$ cat src/design/stt_pkg.sv
// Shared types, token codes and helper functions for the source text tokenizer.
package stt_pkg;

   localparam int MAX_TEXT_BYTES_DEF = 65536;
   localparam int KEYWORD_SPAN_DEF   = 6;

   localparam int BYTE_W = 8;
   localparam int POS_W  = 16;
   localparam int KIND_W = 5;
   localparam int LEN_W  = 16;

   // Keywords compared against the first bytes of an identifier
   localparam int KW_COUNT   = 8;
   localparam int KW_MAX_LEN = 6;

   // Token kinds
   localparam logic [KIND_W-1:0] K_LPAREN    = 5'd0;
   localparam logic [KIND_W-1:0] K_RPAREN    = 5'd1;
   localparam logic [KIND_W-1:0] K_LBRACE    = 5'd2;
   localparam logic [KIND_W-1:0] K_RBRACE    = 5'd3;
   localparam logic [KIND_W-1:0] K_COMMA     = 5'd4;
   localparam logic [KIND_W-1:0] K_DOT       = 5'd5;
   localparam logic [KIND_W-1:0] K_MINUS     = 5'd6;
   localparam logic [KIND_W-1:0] K_PLUS      = 5'd7;
   localparam logic [KIND_W-1:0] K_SEMICOLON = 5'd8;
   localparam logic [KIND_W-1:0] K_SLASH     = 5'd9;
   localparam logic [KIND_W-1:0] K_STAR      = 5'd10;
   localparam logic [KIND_W-1:0] K_BANG      = 5'd11;
   localparam logic [KIND_W-1:0] K_EQUAL     = 5'd13;
   localparam logic [KIND_W-1:0] K_GREATER   = 5'd15;
   localparam logic [KIND_W-1:0] K_LESS      = 5'd17;
   localparam logic [KIND_W-1:0] K_IDENT     = 5'd19;
   localparam logic [KIND_W-1:0] K_STRING    = 5'd20;
   localparam logic [KIND_W-1:0] K_NUMBER    = 5'd21;
   localparam logic [KIND_W-1:0] K_VAR       = 5'd22;
   localparam logic [KIND_W-1:0] K_ERROR     = 5'd30;
   localparam logic [KIND_W-1:0] K_EOF       = 5'd31;

   // Keyword text, first character in the low byte (literals read backwards)
   localparam logic [8*KW_MAX_LEN-1:0] KW_TEXT [KW_COUNT] = '{
      48'("rav"), 48'("eslaf"), 48'("nf"), 48'("nruter"),
      48'("eurt"), 48'("lin"), 48'("fi"), 48'("tnirp")
   };
   localparam logic [2:0] KW_LEN [KW_COUNT] = '{
      3'd3, 3'd5, 3'd2, 3'd6, 3'd4, 3'd3, 3'd2, 3'd5
   };

   // Queue of per-byte token bundles between front and back
   localparam int QUEUE_DEPTH = 4;
   localparam int QPTR_W      = $clog2(QUEUE_DEPTH);
   localparam int QCNT_W      = $clog2(QUEUE_DEPTH + 1);
   localparam int BUNDLE_MAX  = 3;

   typedef struct packed {
      logic [KIND_W-1:0] kind;
      logic [POS_W-1:0]  offset;
      logic [LEN_W-1:0]  length;
   } token_type;

   typedef struct packed {
      logic [1:0]                 count;
      token_type [BUNDLE_MAX-1:0] toks;
   } bundle_type;

   typedef struct packed {
      logic full;
      logic empty;
   } queue_status_type;

   function automatic token_type make_token(input logic [KIND_W-1:0] kind,
                                            input logic [POS_W-1:0]  offset,
                                            input logic [LEN_W-1:0]  length);
      token_type t;
      t.kind   = kind;
      t.offset = offset;
      t.length = length;
      return t;
   endfunction

   // Distance from one position to another, zero if negative, capped at the length range
   function automatic logic [LEN_W-1:0] span_len(input logic [POS_W:0] from_pos,
                                                 input logic [POS_W:0] to_pos);
      logic [POS_W:0] diff;
      diff = (to_pos > from_pos) ? (to_pos - from_pos) : '0;
      return diff[POS_W] ? {LEN_W{1'b1}} : diff[LEN_W-1:0];
   endfunction

   // Keyword lookup at exact length on the first identifier bytes
   function automatic logic [KIND_W-1:0] classify_ident(
      input logic [8*KW_MAX_LEN-1:0] prefix,
      input logic [LEN_W-1:0]        len);
      logic [KIND_W-1:0] kind;
      logic              hit;
      kind = K_IDENT;
      for (int k = KW_COUNT - 1; k >= 0; k--) begin
         hit = (len == LEN_W'(KW_LEN[k]));
         for (int i = 0; i < KW_MAX_LEN; i++) begin
            if ((LEN_W'(i) < len) && (prefix[8*i +: 8] != KW_TEXT[k][8*i +: 8])) begin
               hit = 1'b0;
            end
         end
         if (hit) begin
            kind = K_VAR + KIND_W'(k);
         end
      end
      return kind;
   endfunction

endpackage

$ cat src/design/stt_ifs.sv
// Valid/ready channel interfaces for source bytes and tokens.
interface stt_req_if;
   logic                      valid;
   logic                      ready;
   logic [stt_pkg::BYTE_W-1:0] text_byte;

   modport source (output valid, output text_byte, input ready);
   modport sink   (input valid, input text_byte, output ready);
endinterface

interface stt_rsp_if;
   logic                       valid;
   logic                       ready;
   logic [stt_pkg::KIND_W-1:0] token_kind;
   logic [stt_pkg::POS_W-1:0]  token_offset;
   logic [stt_pkg::LEN_W-1:0]  token_length;
   logic                       last_of_run;

   modport source (output valid, output token_kind, output token_offset,
                   output token_length, output last_of_run, input ready);
   modport sink   (input valid, input token_kind, input token_offset,
                   input token_length, input last_of_run, output ready);
endinterface

$ cat src/design/stt_front.sv
// Scanner front end: classifies each byte and builds the bundle of tokens it causes.
module stt_front #(
   parameter int MAX_TEXT_BYTES = stt_pkg::MAX_TEXT_BYTES_DEF,
   parameter int KEYWORD_SPAN   = stt_pkg::KEYWORD_SPAN_DEF
) (
   input  logic                    clock,
   input  logic                    reset,
   stt_req_if.sink                 req_if,
   input  stt_pkg::queue_status_type q_status,
   output logic                    push,
   output stt_pkg::bundle_type     push_bundle
);

   localparam int KW_IDX_W = $clog2(KEYWORD_SPAN);
   localparam logic [stt_pkg::POS_W-1:0] POS_LIMIT =
      ((MAX_TEXT_BYTES - 1) < 65535) ? stt_pkg::POS_W'(MAX_TEXT_BYTES - 1)
                                     : {stt_pkg::POS_W{1'b1}};

   typedef enum logic [6:0] {
      MODE_IDLE    = 7'b0000001,
      MODE_OPER    = 7'b0000010,
      MODE_IDENT   = 7'b0000100,
      MODE_INT     = 7'b0001000,
      MODE_DOTWAIT = 7'b0010000,
      MODE_FRAC    = 7'b0100000,
      MODE_STRING  = 7'b1000000
   } mode_type;

   localparam logic [1:0] OP_EQ   = 2'd0;
   localparam logic [1:0] OP_BANG = 2'd1;
   localparam logic [1:0] OP_GT   = 2'd2;
   localparam logic [1:0] OP_LT   = 2'd3;

   localparam logic [7:0] CH_NUL    = 8'h00;
   localparam logic [7:0] CH_TAB    = 8'h09;
   localparam logic [7:0] CH_LF     = 8'h0A;
   localparam logic [7:0] CH_CR     = 8'h0D;
   localparam logic [7:0] CH_SPACE  = 8'h20;
   localparam logic [7:0] CH_BANG   = 8'h21;
   localparam logic [7:0] CH_QUOTE  = 8'h22;
   localparam logic [7:0] CH_LPAREN = 8'h28;
   localparam logic [7:0] CH_RPAREN = 8'h29;
   localparam logic [7:0] CH_STAR   = 8'h2A;
   localparam logic [7:0] CH_PLUS   = 8'h2B;
   localparam logic [7:0] CH_COMMA  = 8'h2C;
   localparam logic [7:0] CH_MINUS  = 8'h2D;
   localparam logic [7:0] CH_DOT    = 8'h2E;
   localparam logic [7:0] CH_SLASH  = 8'h2F;
   localparam logic [7:0] CH_SEMI   = 8'h3B;
   localparam logic [7:0] CH_LESS   = 8'h3C;
   localparam logic [7:0] CH_EQUAL  = 8'h3D;
   localparam logic [7:0] CH_GREAT  = 8'h3E;
   localparam logic [7:0] CH_LBRACE = 8'h7B;
   localparam logic [7:0] CH_RBRACE = 8'h7D;

   function automatic logic [stt_pkg::KIND_W-1:0] op_kind(input logic [1:0] code);
      logic [stt_pkg::KIND_W-1:0] k;
      case (code)
         OP_EQ:   k = stt_pkg::K_EQUAL;
         OP_BANG: k = stt_pkg::K_BANG;
         OP_GT:   k = stt_pkg::K_GREATER;
         OP_LT:   k = stt_pkg::K_LESS;
         default: k = stt_pkg::K_EQUAL;
      endcase
      return k;
   endfunction

   mode_type                   mode_ff, mode_in;
   logic [1:0]                 op_ff, op_in;
   logic [stt_pkg::POS_W-1:0]  pos_ff, pos_in;
   logic [stt_pkg::POS_W-1:0]  start_ff, start_in;
   logic [7:0]                 prefix_ff [KEYWORD_SPAN];

   logic [7:0]                 b;
   logic                       is_digit, is_letter, accept;
   logic                       done, idle_has;
   logic [1:0]                 pre_cnt;
   stt_pkg::token_type         pre0, pre1, idle_tok;
   logic [stt_pkg::LEN_W-1:0]  cur_len;
   logic [stt_pkg::POS_W-1:0]  pos_back;
   logic [8*stt_pkg::KW_MAX_LEN-1:0] prefix_vec;
   logic                       pw_en;
   logic [KW_IDX_W-1:0]        pw_idx;

   assign b         = req_if.text_byte;
   assign is_digit  = (b >= 8'h30) && (b <= 8'h39);
   assign is_letter = ((b >= 8'h61) && (b <= 8'h7A)) || ((b >= 8'h41) && (b <= 8'h5A))
                      || (b == 8'h5F);
   assign req_if.ready = !q_status.full;
   assign accept       = req_if.valid && req_if.ready;

   assign cur_len  = stt_pkg::span_len({1'b0, start_ff}, {1'b0, pos_ff});
   assign pos_back = stt_pkg::span_len(17'd1, {1'b0, pos_ff});

   always_comb begin
      for (int i = 0; i < stt_pkg::KW_MAX_LEN; i++) begin
         prefix_vec[8*i +: 8] = prefix_ff[i];
      end
   end

   always_comb begin
      mode_in  = mode_ff;
      op_in    = op_ff;
      start_in = start_ff;
      pos_in   = (pos_ff < POS_LIMIT) ? pos_ff + 1'b1 : pos_ff;
      done     = 1'b0;
      pre_cnt  = 2'd0;
      pre0     = '0;
      pre1     = '0;
      idle_has = 1'b0;
      idle_tok = '0;
      pw_en    = 1'b0;
      pw_idx   = '0;

      // Close or extend the pending token
      case (mode_ff)
         MODE_OPER: begin
            if (b == CH_EQUAL) begin
               pre_cnt = 2'd1;
               pre0    = stt_pkg::make_token(op_kind(op_ff) + 1'b1, start_ff, 16'd2);
               mode_in = MODE_IDLE;
               done    = 1'b1;
            end else begin
               pre_cnt = 2'd1;
               pre0    = stt_pkg::make_token(op_kind(op_ff), start_ff, 16'd1);
            end
         end
         MODE_IDENT: begin
            if (is_letter || is_digit) begin
               done = 1'b1;
               if (cur_len < stt_pkg::LEN_W'(KEYWORD_SPAN)) begin
                  pw_en  = 1'b1;
                  pw_idx = cur_len[KW_IDX_W-1:0];
               end
            end else begin
               pre_cnt = 2'd1;
               pre0    = stt_pkg::make_token(stt_pkg::classify_ident(prefix_vec, cur_len),
                                             start_ff, cur_len);
            end
         end
         MODE_INT: begin
            if (is_digit) begin
               done = 1'b1;
            end else if (b == CH_DOT) begin
               mode_in = MODE_DOTWAIT;
               done    = 1'b1;
            end else begin
               pre_cnt = 2'd1;
               pre0    = stt_pkg::make_token(stt_pkg::K_NUMBER, start_ff, cur_len);
            end
         end
         MODE_DOTWAIT: begin
            if (is_digit) begin
               mode_in = MODE_FRAC;
               done    = 1'b1;
            end else begin
               // number without the held dot, then the dot on its own
               pre_cnt = 2'd2;
               pre0    = stt_pkg::make_token(stt_pkg::K_NUMBER, start_ff,
                            stt_pkg::span_len({1'b0, start_ff}, {1'b0, pos_back}));
               pre1    = stt_pkg::make_token(stt_pkg::K_DOT, pos_back, 16'd1);
            end
         end
         MODE_FRAC: begin
            if (is_digit) begin
               done = 1'b1;
            end else begin
               pre_cnt = 2'd1;
               pre0    = stt_pkg::make_token(stt_pkg::K_NUMBER, start_ff, cur_len);
            end
         end
         MODE_STRING: begin
            if (b == CH_QUOTE) begin
               pre_cnt = 2'd1;
               pre0    = stt_pkg::make_token(stt_pkg::K_STRING, start_ff,
                            stt_pkg::span_len({1'b0, start_ff}, {1'b0, pos_ff} + 17'd1));
               mode_in = MODE_IDLE;
               done    = 1'b1;
            end else if (b != CH_NUL) begin
               done = 1'b1;
            end else begin
               pre_cnt = 2'd1;
               pre0    = stt_pkg::make_token(stt_pkg::K_ERROR, start_ff, cur_len);
            end
         end
         default: ;
      endcase

      // Handle the byte from the idle state
      if (!done) begin
         mode_in = MODE_IDLE;
         case (b)
            CH_NUL: begin
               idle_has = 1'b1;
               idle_tok = stt_pkg::make_token(stt_pkg::K_EOF, pos_ff, 16'd0);
               op_in    = OP_EQ;
               pos_in   = '0;
               start_in = '0;
            end
            CH_SPACE, CH_TAB, CH_CR, CH_LF: ;
            CH_LPAREN, CH_RPAREN, CH_LBRACE, CH_RBRACE, CH_COMMA, CH_DOT,
            CH_MINUS, CH_PLUS, CH_SEMI, CH_SLASH, CH_STAR: begin
               idle_has = 1'b1;
               idle_tok.offset = pos_ff;
               idle_tok.length = 16'd1;
               case (b)
                  CH_LPAREN: idle_tok.kind = stt_pkg::K_LPAREN;
                  CH_RPAREN: idle_tok.kind = stt_pkg::K_RPAREN;
                  CH_LBRACE: idle_tok.kind = stt_pkg::K_LBRACE;
                  CH_RBRACE: idle_tok.kind = stt_pkg::K_RBRACE;
                  CH_COMMA:  idle_tok.kind = stt_pkg::K_COMMA;
                  CH_DOT:    idle_tok.kind = stt_pkg::K_DOT;
                  CH_MINUS:  idle_tok.kind = stt_pkg::K_MINUS;
                  CH_PLUS:   idle_tok.kind = stt_pkg::K_PLUS;
                  CH_SEMI:   idle_tok.kind = stt_pkg::K_SEMICOLON;
                  CH_SLASH:  idle_tok.kind = stt_pkg::K_SLASH;
                  default:   idle_tok.kind = stt_pkg::K_STAR;
               endcase
            end
            CH_EQUAL: begin
               mode_in = MODE_OPER; op_in = OP_EQ; start_in = pos_ff;
            end
            CH_BANG: begin
               mode_in = MODE_OPER; op_in = OP_BANG; start_in = pos_ff;
            end
            CH_GREAT: begin
               mode_in = MODE_OPER; op_in = OP_GT; start_in = pos_ff;
            end
            CH_LESS: begin
               mode_in = MODE_OPER; op_in = OP_LT; start_in = pos_ff;
            end
            CH_QUOTE: begin
               mode_in = MODE_STRING; start_in = pos_ff;
            end
            default: begin
               if (is_digit) begin
                  mode_in  = MODE_INT;
                  start_in = pos_ff;
               end else if (is_letter) begin
                  mode_in  = MODE_IDENT;
                  start_in = pos_ff;
                  pw_en    = 1'b1;
                  pw_idx   = '0;
               end else begin
                  idle_has = 1'b1;
                  idle_tok = stt_pkg::make_token(stt_pkg::K_ERROR, pos_ff, 16'd1);
               end
            end
         endcase
      end
   end

   // Pack pending-token results ahead of the idle result
   always_comb begin
      push_bundle.count   = pre_cnt + {1'b0, idle_has};
      push_bundle.toks[0] = (pre_cnt != 2'd0) ? pre0 : idle_tok;
      push_bundle.toks[1] = (pre_cnt == 2'd2) ? pre1 : idle_tok;
      push_bundle.toks[2] = idle_tok;
   end

   assign push = accept && (push_bundle.count != 2'd0);

   always_ff @(posedge clock) begin
      if (reset) begin
         mode_ff  <= MODE_IDLE;
         op_ff    <= OP_EQ;
         pos_ff   <= '0;
         start_ff <= '0;
      end else if (accept) begin
         mode_ff  <= mode_in;
         op_ff    <= op_in;
         pos_ff   <= pos_in;
         start_ff <= start_in;
      end
   end

   always_ff @(posedge clock) begin
      if (accept && pw_en) begin
         prefix_ff[pw_idx] <= b;
      end
   end

endmodule

$ cat src/design/stt_queue.sv
// Short bundle queue decoupling the scanner from the token output.
module stt_queue (
   input  logic                      clock,
   input  logic                      reset,
   input  logic                      push,
   input  stt_pkg::bundle_type       push_bundle,
   input  logic                      pop,
   output stt_pkg::bundle_type       head,
   output stt_pkg::queue_status_type status
);

   stt_pkg::bundle_type          entry_ff [stt_pkg::QUEUE_DEPTH];
   logic [stt_pkg::QPTR_W-1:0]   wr_ptr_ff, rd_ptr_ff;
   logic [stt_pkg::QCNT_W-1:0]   count_ff, count_in;

   assign status.full  = (count_ff == stt_pkg::QCNT_W'(stt_pkg::QUEUE_DEPTH));
   assign status.empty = (count_ff == '0);
   assign head         = entry_ff[rd_ptr_ff];

   always_comb begin
      count_in = count_ff;
      if (push && !pop) begin
         count_in = count_ff + 1'b1;
      end else if (pop && !push) begin
         count_in = count_ff - 1'b1;
      end
   end

   always_ff @(posedge clock) begin
      if (reset) begin
         wr_ptr_ff <= '0;
         rd_ptr_ff <= '0;
         count_ff  <= '0;
      end else begin
         if (push) begin
            wr_ptr_ff <= wr_ptr_ff + 1'b1;
         end
         if (pop) begin
            rd_ptr_ff <= rd_ptr_ff + 1'b1;
         end
         count_ff <= count_in;
      end
   end

   always_ff @(posedge clock) begin
      if (push) begin
         entry_ff[wr_ptr_ff] <= push_bundle;
      end
   end

endmodule

$ cat src/design/stt_back.sv
// Token back end: walks each bundle and drives one token per transfer from an output register.
module stt_back (
   input  logic                      clock,
   input  logic                      reset,
   input  stt_pkg::bundle_type       head,
   input  stt_pkg::queue_status_type q_status,
   output logic                      pop,
   stt_rsp_if.source                 rsp_if
);

   logic               valid_ff, valid_in;
   stt_pkg::token_type tok_ff;
   logic               last_ff;
   logic [1:0]         idx_ff;
   logic               load, is_last;
   stt_pkg::token_type pick;

   assign load    = !q_status.empty && (!valid_ff || rsp_if.ready);
   assign is_last = (idx_ff == (head.count - 1'b1));
   assign pop     = load && is_last;

   always_comb begin
      case (idx_ff)
         2'd0:    pick = head.toks[0];
         2'd1:    pick = head.toks[1];
         default: pick = head.toks[2];
      endcase
   end

   always_comb begin
      valid_in = valid_ff;
      if (load) begin
         valid_in = 1'b1;
      end else if (rsp_if.ready) begin
         valid_in = 1'b0;
      end
   end

   always_ff @(posedge clock) begin
      if (reset) begin
         valid_ff <= 1'b0;
         idx_ff   <= '0;
      end else begin
         valid_ff <= valid_in;
         if (load) begin
            idx_ff <= is_last ? 2'd0 : idx_ff + 1'b1;
         end
      end
   end

   always_ff @(posedge clock) begin
      if (load) begin
         tok_ff  <= pick;
         last_ff <= is_last;
      end
   end

   assign rsp_if.valid        = valid_ff;
   assign rsp_if.token_kind   = tok_ff.kind;
   assign rsp_if.token_offset = tok_ff.offset;
   assign rsp_if.token_length = tok_ff.length;
   assign rsp_if.last_of_run  = last_ff;

endmodule

$ cat src/design/source_text_tokenizer.sv
// Path: a token reaches rsp_if through a queue entry and then the output register after its byte's transfer.
// Throughput: one byte per cycle while the queue is not full; tokens leave at one per cycle from the
//   output register while rsp_if is ready; a four-bundle queue absorbs bursts.
// The scanner decides each byte combinationally from its state register; the output port sets the token rate.
// Reset: synchronous, active high; clears scan state, byte offset, queue and output valid.
// The keyword prefix store is not reset; only bytes written for the current identifier are read.
module source_text_tokenizer #(
   parameter int MAX_TEXT_BYTES = stt_pkg::MAX_TEXT_BYTES_DEF,
   parameter int KEYWORD_SPAN   = stt_pkg::KEYWORD_SPAN_DEF
) (
   input  logic       clock,
   input  logic       reset,
   stt_req_if.sink    req_if,
   stt_rsp_if.source  rsp_if
);

   // Bundle handoff between front end and queue
   logic                      push;
   stt_pkg::bundle_type       push_bundle;

   // Queue head and status seen by both ends
   logic                      pop;
   stt_pkg::bundle_type       head;
   stt_pkg::queue_status_type q_status;

   // Classify each byte, close pending tokens, hold back when the queue is full
   stt_front #(
      .MAX_TEXT_BYTES (MAX_TEXT_BYTES),
      .KEYWORD_SPAN   (KEYWORD_SPAN)
   ) u_front (
      .clock       (clock),
      .reset       (reset),
      .req_if      (req_if),
      .q_status    (q_status),
      .push        (push),
      .push_bundle (push_bundle)
   );

   // Buffer bundles of up to three tokens so each side can stall on its own
   stt_queue u_queue (
      .clock       (clock),
      .reset       (reset),
      .push        (push),
      .push_bundle (push_bundle),
      .pop         (pop),
      .head        (head),
      .status      (q_status)
   );

   // Advance through each bundle, one token per transfer, marking the last one
   stt_back u_back (
      .clock    (clock),
      .reset    (reset),
      .head     (head),
      .q_status (q_status),
      .pop      (pop),
      .rsp_if   (rsp_if)
   );

endmodule
$ cat src/flat_wrapper.sv
// flat-port wrapper written by rule: the top's interface ports become plain ports
module source_text_tokenizer_flat 
#(
   parameter int MAX_TEXT_BYTES = stt_pkg::MAX_TEXT_BYTES_DEF,
   parameter int KEYWORD_SPAN   = stt_pkg::KEYWORD_SPAN_DEF
)
  (clock, reset, req_if_valid, req_if_text_byte, req_if_ready, rsp_if_valid, rsp_if_token_kind, rsp_if_token_offset, rsp_if_token_length, rsp_if_last_of_run, rsp_if_ready);
  stt_req_if req_if_i ();
  stt_rsp_if rsp_if_i ();
  input  logic clock;
  input  logic reset;
  input wire logic [$bits(req_if_i.valid)-1:0] req_if_valid;
  input wire logic [$bits(req_if_i.text_byte)-1:0] req_if_text_byte;
  output wire logic [$bits(req_if_i.ready)-1:0] req_if_ready;
  output wire logic [$bits(rsp_if_i.valid)-1:0] rsp_if_valid;
  output wire logic [$bits(rsp_if_i.token_kind)-1:0] rsp_if_token_kind;
  output wire logic [$bits(rsp_if_i.token_offset)-1:0] rsp_if_token_offset;
  output wire logic [$bits(rsp_if_i.token_length)-1:0] rsp_if_token_length;
  output wire logic [$bits(rsp_if_i.last_of_run)-1:0] rsp_if_last_of_run;
  input wire logic [$bits(rsp_if_i.ready)-1:0] rsp_if_ready;
  assign req_if_i.valid = req_if_valid;
  assign req_if_i.text_byte = req_if_text_byte;
  assign req_if_ready = req_if_i.ready;
  assign rsp_if_valid = rsp_if_i.valid;
  assign rsp_if_token_kind = rsp_if_i.token_kind;
  assign rsp_if_token_offset = rsp_if_i.token_offset;
  assign rsp_if_token_length = rsp_if_i.token_length;
  assign rsp_if_last_of_run = rsp_if_i.last_of_run;
  assign rsp_if_i.ready = rsp_if_ready;
  source_text_tokenizer #(.MAX_TEXT_BYTES(MAX_TEXT_BYTES), .KEYWORD_SPAN(KEYWORD_SPAN)) u_core (.clock(clock), .reset(reset), .req_if(req_if_i), .rsp_if(rsp_if_i));
endmodule
$ cat config.mk
export PLATFORM = sky130hd
export DESIGN_NAME = source_text_tokenizer_flat
export DESIGN_NICKNAME = d
export VERILOG_FILES = /design/src/design/stt_pkg.sv /design/src/design/stt_ifs.sv /design/src/design/stt_front.sv /design/src/design/stt_queue.sv /design/src/design/stt_back.sv /design/src/design/source_text_tokenizer.sv /design/src/flat_wrapper.sv
export SDC_FILE = /design/constraint.sdc
export NUM_CORES = 1
export LEC_CHECK = 0
export ABC_AREA = 1
export ABC_CLOCK_PERIOD_IN_PS = 7700
export BUFFER_PORTS_ARGS = -buffer_cell sky130_fd_sc_hd__buf_2
export CELL_PAD_IN_SITES_DETAIL_PLACEMENT = 0
export CELL_PAD_IN_SITES_GLOBAL_PLACEMENT = 1
export CORE_ASPECT_RATIO = 1.25
export CORE_UTILIZATION = 44
export CTS_CLUSTER_SIZE = 14
export DETAILED_ROUTE_END_ITERATION = 10
export HOLD_SLACK_MARGIN = 0.05
export PLACE_DENSITY = 0.83
export SLEW_MARGIN = 10
export SYNTH_ARGS = -nofsm -noshare
export SYNTH_HDL_FRONTEND = slang
export SYNTH_SLANG_ARGS = --single-unit
$ cat constraint.sdc
create_clock -name clock -period 7.7 [get_ports clock]
set_input_delay 0.77 -clock clock [delete_from_list [all_inputs] [get_ports clock]]
set_output_delay 0.77 -clock clock [all_outputs]
set_load 0.01 [all_outputs]
# Yosys cells after proc, flatten, opt, wreduce, memory -nomap -nowiden

Memories as Yosys holds them, arrays and structs flattened. A register that Yosys moved wholly into a read port is not among the register bits.
Cells that the tools add are included.

$add $sub $neg: 14
Multipliers: 0
Divide/modulo/power cells: 0
Order comparisons: 18
Equality and inequality tests: 71
Shift operators: 0
Multiplexer cells: 164
Bitwise gates (word level): 2
Reduce and logical (&&, ||, !) cells: 77

Operators with widths:

| cell                                                                         | count |
|---|---|
| 37-bit two-way mux                                                           | 13 |
| 37-bit one-hot mux with 6 select lines                                       | 1 |
| 8-bit by 7-bit inequality test with 1-bit output, second input constant      | 26 |
| 16-bit two-way mux                                                           | 9 |
| 8-bit by 6-bit equality test with 1-bit output, second input constant        | 15 |
| 37-bit one-hot mux with 3 select lines                                       | 1 |
| 1-bit two-way mux                                                            | 93 |
| 37-bit one-hot mux with 2 select lines                                       | 1 |
| 35-bit two-way mux                                                           | 2 |
| 17-bit two-way mux                                                           | 4 |
| 16-bit by 3-bit equality test with 1-bit output, second input constant       | 3 |
| 16-bit one-hot mux with 3 select lines                                       | 1 |
| 5-bit two-way mux                                                            | 9 |
| 7-bit two-way mux                                                            | 6 |
| 1-bit logical AND                                                            | 40 |
| 4-bit one-hot mux with 10 select lines                                       | 1 |
| 8-bit nonzero test                                                           | 5 |
| 16-bit by 16-bit subtractor with 17-bit output                               | 2 |
| 16-bit by 2-bit equality test with 1-bit output, second input constant       | 2 |
| 16-bit greater-than comparator                                               | 2 |
| 1-bit by 16-bit less-than comparator with 1-bit output, first input constant | 2 |
| 2-bit by 16-bit less-than comparator with 1-bit output, first input constant | 2 |
| 3-bit by 16-bit less-than comparator with 1-bit output, first input constant | 2 |
| 3-bit two-way mux                                                            | 10 |
| 61 further kinds                                                             | 94 |

Flip-flop bits (word level): 89
Latch bits: 0
Bits in writable memories: 500
ROM bits: 0
Input bits: 12
Output and inout bits: 40
Memories: 2

Memory list:

| memory                   | depth | width | read ports | clocked after Yosys merged registers in | wr ports | line            | RTL |
|---|---|---|---|---|---|---|---|
| u_core.u_queue.entry_ff  | 4     | 113   | 1          | 1                                       | 1        | stt_queue.sv:12 | `stt_pkg::bundle_type entry_ff [stt_pkg::QUEUE_DEPTH];` |
| u_core.u_front.prefix_ff | 6     | 8     | 6          | 0                                       | 1        | stt_front.sv:72 | `logic [7:0] prefix_ff [KEYWORD_SPAN];` |

# Logic depth before layout (Yosys ltp)

Depth in word-level cells: 24
Depth in mapped cells: 32
Mapped depth without buffers: 29

# Cells and area by module

From an unflattened synthesis, not the netlist that was laid out.

Cell total of the unflattened synthesis: 2,873
Area total of the unflattened synthesis: 28,761.3 um2

By module, submodules not included:

| module    | times used | cells an instance | area each (um2) |
|---|---|---|---|
| stt_queue | 1          | 1,150             | 17,156.5 |
| stt_front | 1          | 1,525             | 9,590.4 |
| stt_back  | 1          | 198               | 2,014.4 |

# Least setup slack after synthesis

OpenSTA, ideal clock, no wires.

Path kind: input to register
Start: input port req_if_text_byte[3]
End: memory u_core.u_queue.entry_ff[0][0] (netlist name) (enable)
Library setup time: 525 ps
Arrival time: 6,696 ps
Data required time: 7,175 ps
Setup slack: 478 ps
Stages on the path: 19
Path buffers: 3
Path through: buf_6 > inv_1 > nor2_1 > nand2_1 > a311oi_2 > inv_1 > a21boi_1 > nor2_1 > nand3_2 > buf_4 > nor2_1 > nor2_4 > buf_6 > inv_1 > ha_1 > xor2_1 > or2_2 > nand2_1 > nor2_1

RTL lines:

| element     | line               | RTL |
|---|---|---|
| from (decl) | flat_wrapper.sv:13 | `input wire logic [$bits(req_if_i.text_byte)-1:0] req_if_text_byte;` |
| to (decl)   | stt_queue.sv:12    |  |

==> out/metrics.csv <==
metric,value,unit
synthesis.nets,2587,
power.total,8.52,mW
endpoint_kind,flop,
fin_crit_sh,70.9,%
fin_crit,5.46,ns
hp-class,primary input to flop,
run_status,"complete, no violations",
viasPerCell,5.61,
max_freq,183,MHz
ys_ff_latch,471,
die-area,0.0548,mm^2
grt_pass1_vias,17700,
rr_worst_depth,26,
rsz0062_at_grt,false,
postSynthCellCount,2509,
ys_seq_area_share,57.4,%
cellPowerDensity,326,mW/mm^2
max-vdd-ir-drop,161,uV
fp-row-count,94,
gr-usage-all-layers,24.6,%
numCtsBuffers,46,
fin_cells,3240,
crit_path_end,u_core.u_queue.entry_ff[0][14],
critical_path.top_delay_family,compound AO/OA/AOI/OAI gates,
hold_viol,0,
cts_tree,built,
io_buffers,51,
syn_area,0.0237,mm^2
synth-edff-count,418,
timing.slew.headroom,29.4,%
whs,0.454,ns
crit_start,u_core.u_front.pos_ff[0],
yosys.cell_types.count,56,
worst_slew_pin_slew,1.05,ns
critPathLaunchType,flop,
yosys_warnings,0,
dpl.hpwl,46400,um
crit_path_frequent_cell,inv_1,
start_util,44.8,%
slowest_delay,0.42,ns
grt_antenna_before_repair,0,
diodes,0,
cp_max_fo,11,
slew_viol_final,0,
skew,0.0349,ns
grt_start_max_net_pins,100,
r2r_setup_slack,2.24,ns
grt-ovfl-total,0,
initialDrtViolationCount,1754,
grt_pass1_wl,103000,um
r2r-start,u_core.u_front.pos_ff[0],
worst-path-buf-inv,9,
timing.rr.end,u_core.u_queue.entry_ff[0][14],
synthArstFlopShare,0,%
synthToLayoutAreaGrowth,10.2,%
clk_path_buf_depth,3,
drt-pass1-iter-count,6,
post-cts-setup-buffers,0,
leakage,10.1,nW
routedWlPerCell,20.7,um
cap_viol_max_count,0,
worst_path_max_delay_cell,o21ai_1,
synthFlopType,edfxtp_1,
syn_area_per_cell,9.45,um^2
placedCellCount,3155,
path_clk_slew,0.06,ns
dieHeight,261,um
cts_sinks,471,
post_cts_resized,0,
cts-root-buf,clkbuf_16,
synth_top_area_share,53.0,%
nets,2609,
drt_wl_total,67000,um
path_class,flop to flop,
drc,0,
via_count,18200,
synth.area.top_cells,"edfxtp_1 53%, nand2_1 6.4%, nor2_1 5.7%",
ctsHoldBuffers,0,
setup_viol_count_final,0,
design.core.area,0.0529,mm^2
gp_congestion,0.934,
worstPathArrival,5.70,ns
io_pins,52,
drive_above_1_share,8.29,%
clock_latency,0.60,ns
path_depth,26,
fp.dieW,210,um
ant_nets,0,
cp_data_required_time,7.94,ns
tns,0,ns
synth_top_cell_by_area,edfxtp_1,
htree_num_levels,2,
-- sequential cells by signal, summed over array words and instances, names as in the netlist, 2 cells and up, named ones only --
signal and count:
u_core.u_queue.wr_ptr_ff 2, u_core.u_back.rsp_if.token_offset 16, u_core.u_front.start_ff 16, u_core.u_front.pos_ff 16, u_core.u_front.op_ff 2, u_core.u_front.mode_ff 7, u_core.u_queue.count_ff 3, u_core.u_queue.entry_ff 332
u_core.u_queue.rd_ptr_ff 2, u_core.u_back.rsp_if.token_length 16, u_core.u_front.prefix_ff 48, u_core.u_back.rsp_if.token_kind 5, u_core.u_back.idx_ff 2
-- logic make-up (layout without fill, tap and decap cells) --
group	after synthesis	in the layout	share of synthesized area [%]
AOI/OAI and AO/OA	541	541	12.7
xor gates and xnor gates	48	48	1.77
adders and majority gates	66	66	3.61
buffers and inverters	376	435	6.18
DFF	471	471	57.4
and+or+nand+nor	1007	1007	18.3
-- cell usage in the layout, fill, tap and decap left out, types with 4 or more instances in the layout --
| cell | n |
|---|---|
| a211oi_1 | 20 |
| nor4_1 | 9 |
| nand2_2 | 12 |
| nor3_1 | 43 |
| nand3b_1 | 7 |
| ha_1 | 62 |
| o21ai_1 | 16 |
| o21bai_1 | 6 |
| o21ai_2 | 4 |
| o211ai_1 | 8 |
| clkinv_1 | 6 |
| a21oi_1 | 140 |
| clkbuf_1 | 14 |
| dfxtp_1 | 51 |
| inv_2 | 9 |
| nand2_1 | 401 |
| buf_12 | 5 |
| o22ai_1 | 70 |
| buf_2 | 51 |
| xnor2_1 | 10 |
| nor2_4 | 17 |
| clkinv_2 | 11 |
| inv_1 | 265 |
| a31oi_1 | 5 |
| xor2_1 | 38 |
| nand4_1 | 20 |
| nor2_1 | 359 |
| o221ai_1 | 9 |
| nand3_1 | 109 |
| fa_1 | 4 |
| or2_2 | 7 |
| clkbuf_16 | 46 |
| buf_4 | 17 |
| o21ai_0 | 245 |
| nor2_2 | 4 |
| nand3_2 | 7 |
| edfxtp_1 | 418 |
-- per-layer routing --
metal / wire, um / GRT usage (%) / share of wire [%]
met1: 27200 / 31.2 / 41
met2: 33100 / 42.6 / 49
met3: 3930 / 2.76 / 5.9
met4: 2820 / 10.7 / 4.2
met5: 0 / 0 / 0
-- cells in the mapped netlist, types with 2 or more instances --
cell	n
edfxtp_1	418
nand2_1	401
nor2_1	363
inv_1	267
o21ai_0	245
a21oi_1	140
nand3_1	109
clkbuf_1	78
o22ai_1	70
ha_1	62
dfxtp_1	53
nor3_1	43
xor2_1	38
a211oi_1	20
nand4_1	20
o21ai_1	16
nor2_4	13
nand2_2	12
xnor2_1	10
inv_2	9
nor4_1	9
o221ai_1	9
o211ai_1	8
buf_2	7
nand3_2	7
nand3b_1	7
or2_2	7
a31oi_1	6
buf_1	6
o21bai_1	6
buf_4	4
buf_6	4
fa_1	4
nor2_2	4
o21ai_2	4
and3_1	3
nor4_2	3
o31ai_1	3
a21boi_0	2
and2_1	2
nor3_4	2
-- metrics by stage --
step / worst slack, ns / cell area [um^2] / util, %
after global placement: 2.05 / 24700 / 46.6
after floorplan: 0.478 / 23700 / -
after detailed placement: 1.91 / 24700 / 46.6
final: 2.24 / 26100 / 49.3
after global routing: 1.68 / 26100 / 49.3
after CTS: 2.43 / 26100 / 49.3
-- power breakdown --
| part | leakage, nW | switching (mW) | total (mW) | internal [mW] |
|---|---|---|---|---|
| registers | 4.19 | 0.130 | 3.36 | 3.23 |
| clock network | 0.714 | 0.979 | 2.20 | 1.22 |
| logic | 5.15 | 2.09 | 2.96 | 0.866 |
| total | 10.1 | 3.20 | 8.52 | 5.32 |
-- final cells by class --
class	count	area, um^2
multi-input combinational	1662	8670
fill	4857	26800
timing repair buffer	73	483
inverter	277	1040
clock buffer	60	1200
sequential	471	13600
tap	672	841
clock inverter	25	254
-- worst min path at each step --
| stage | startpoint | end | slack, ns | depth (start not counted) |
|---|---|---|---|---|
| floorplan | u_core.u_queue.rd_ptr_ff[1] | flop | 0.46 | 1 |
| global placement | u_core.u_queue.rd_ptr_ff[1] | flop | 0.47 | 1 |
| detailed placement | u_core.u_queue.rd_ptr_ff[1] | flop | 0.49 | 1 |
| CTS | req_if_text_byte[6] | u_core.u_front.prefix_ff[0][6] | 0.43 | 1 |
| global route | req_if_text_byte[6] | u_core.u_front.prefix_ff[5][6] | 0.46 | 1 |
| finish | req_if_text_byte[6] | u_core.u_front.prefix_ff[3][6] | 0.45 | 1 |
No activity file was read; power rests on OpenSTA's default activity.
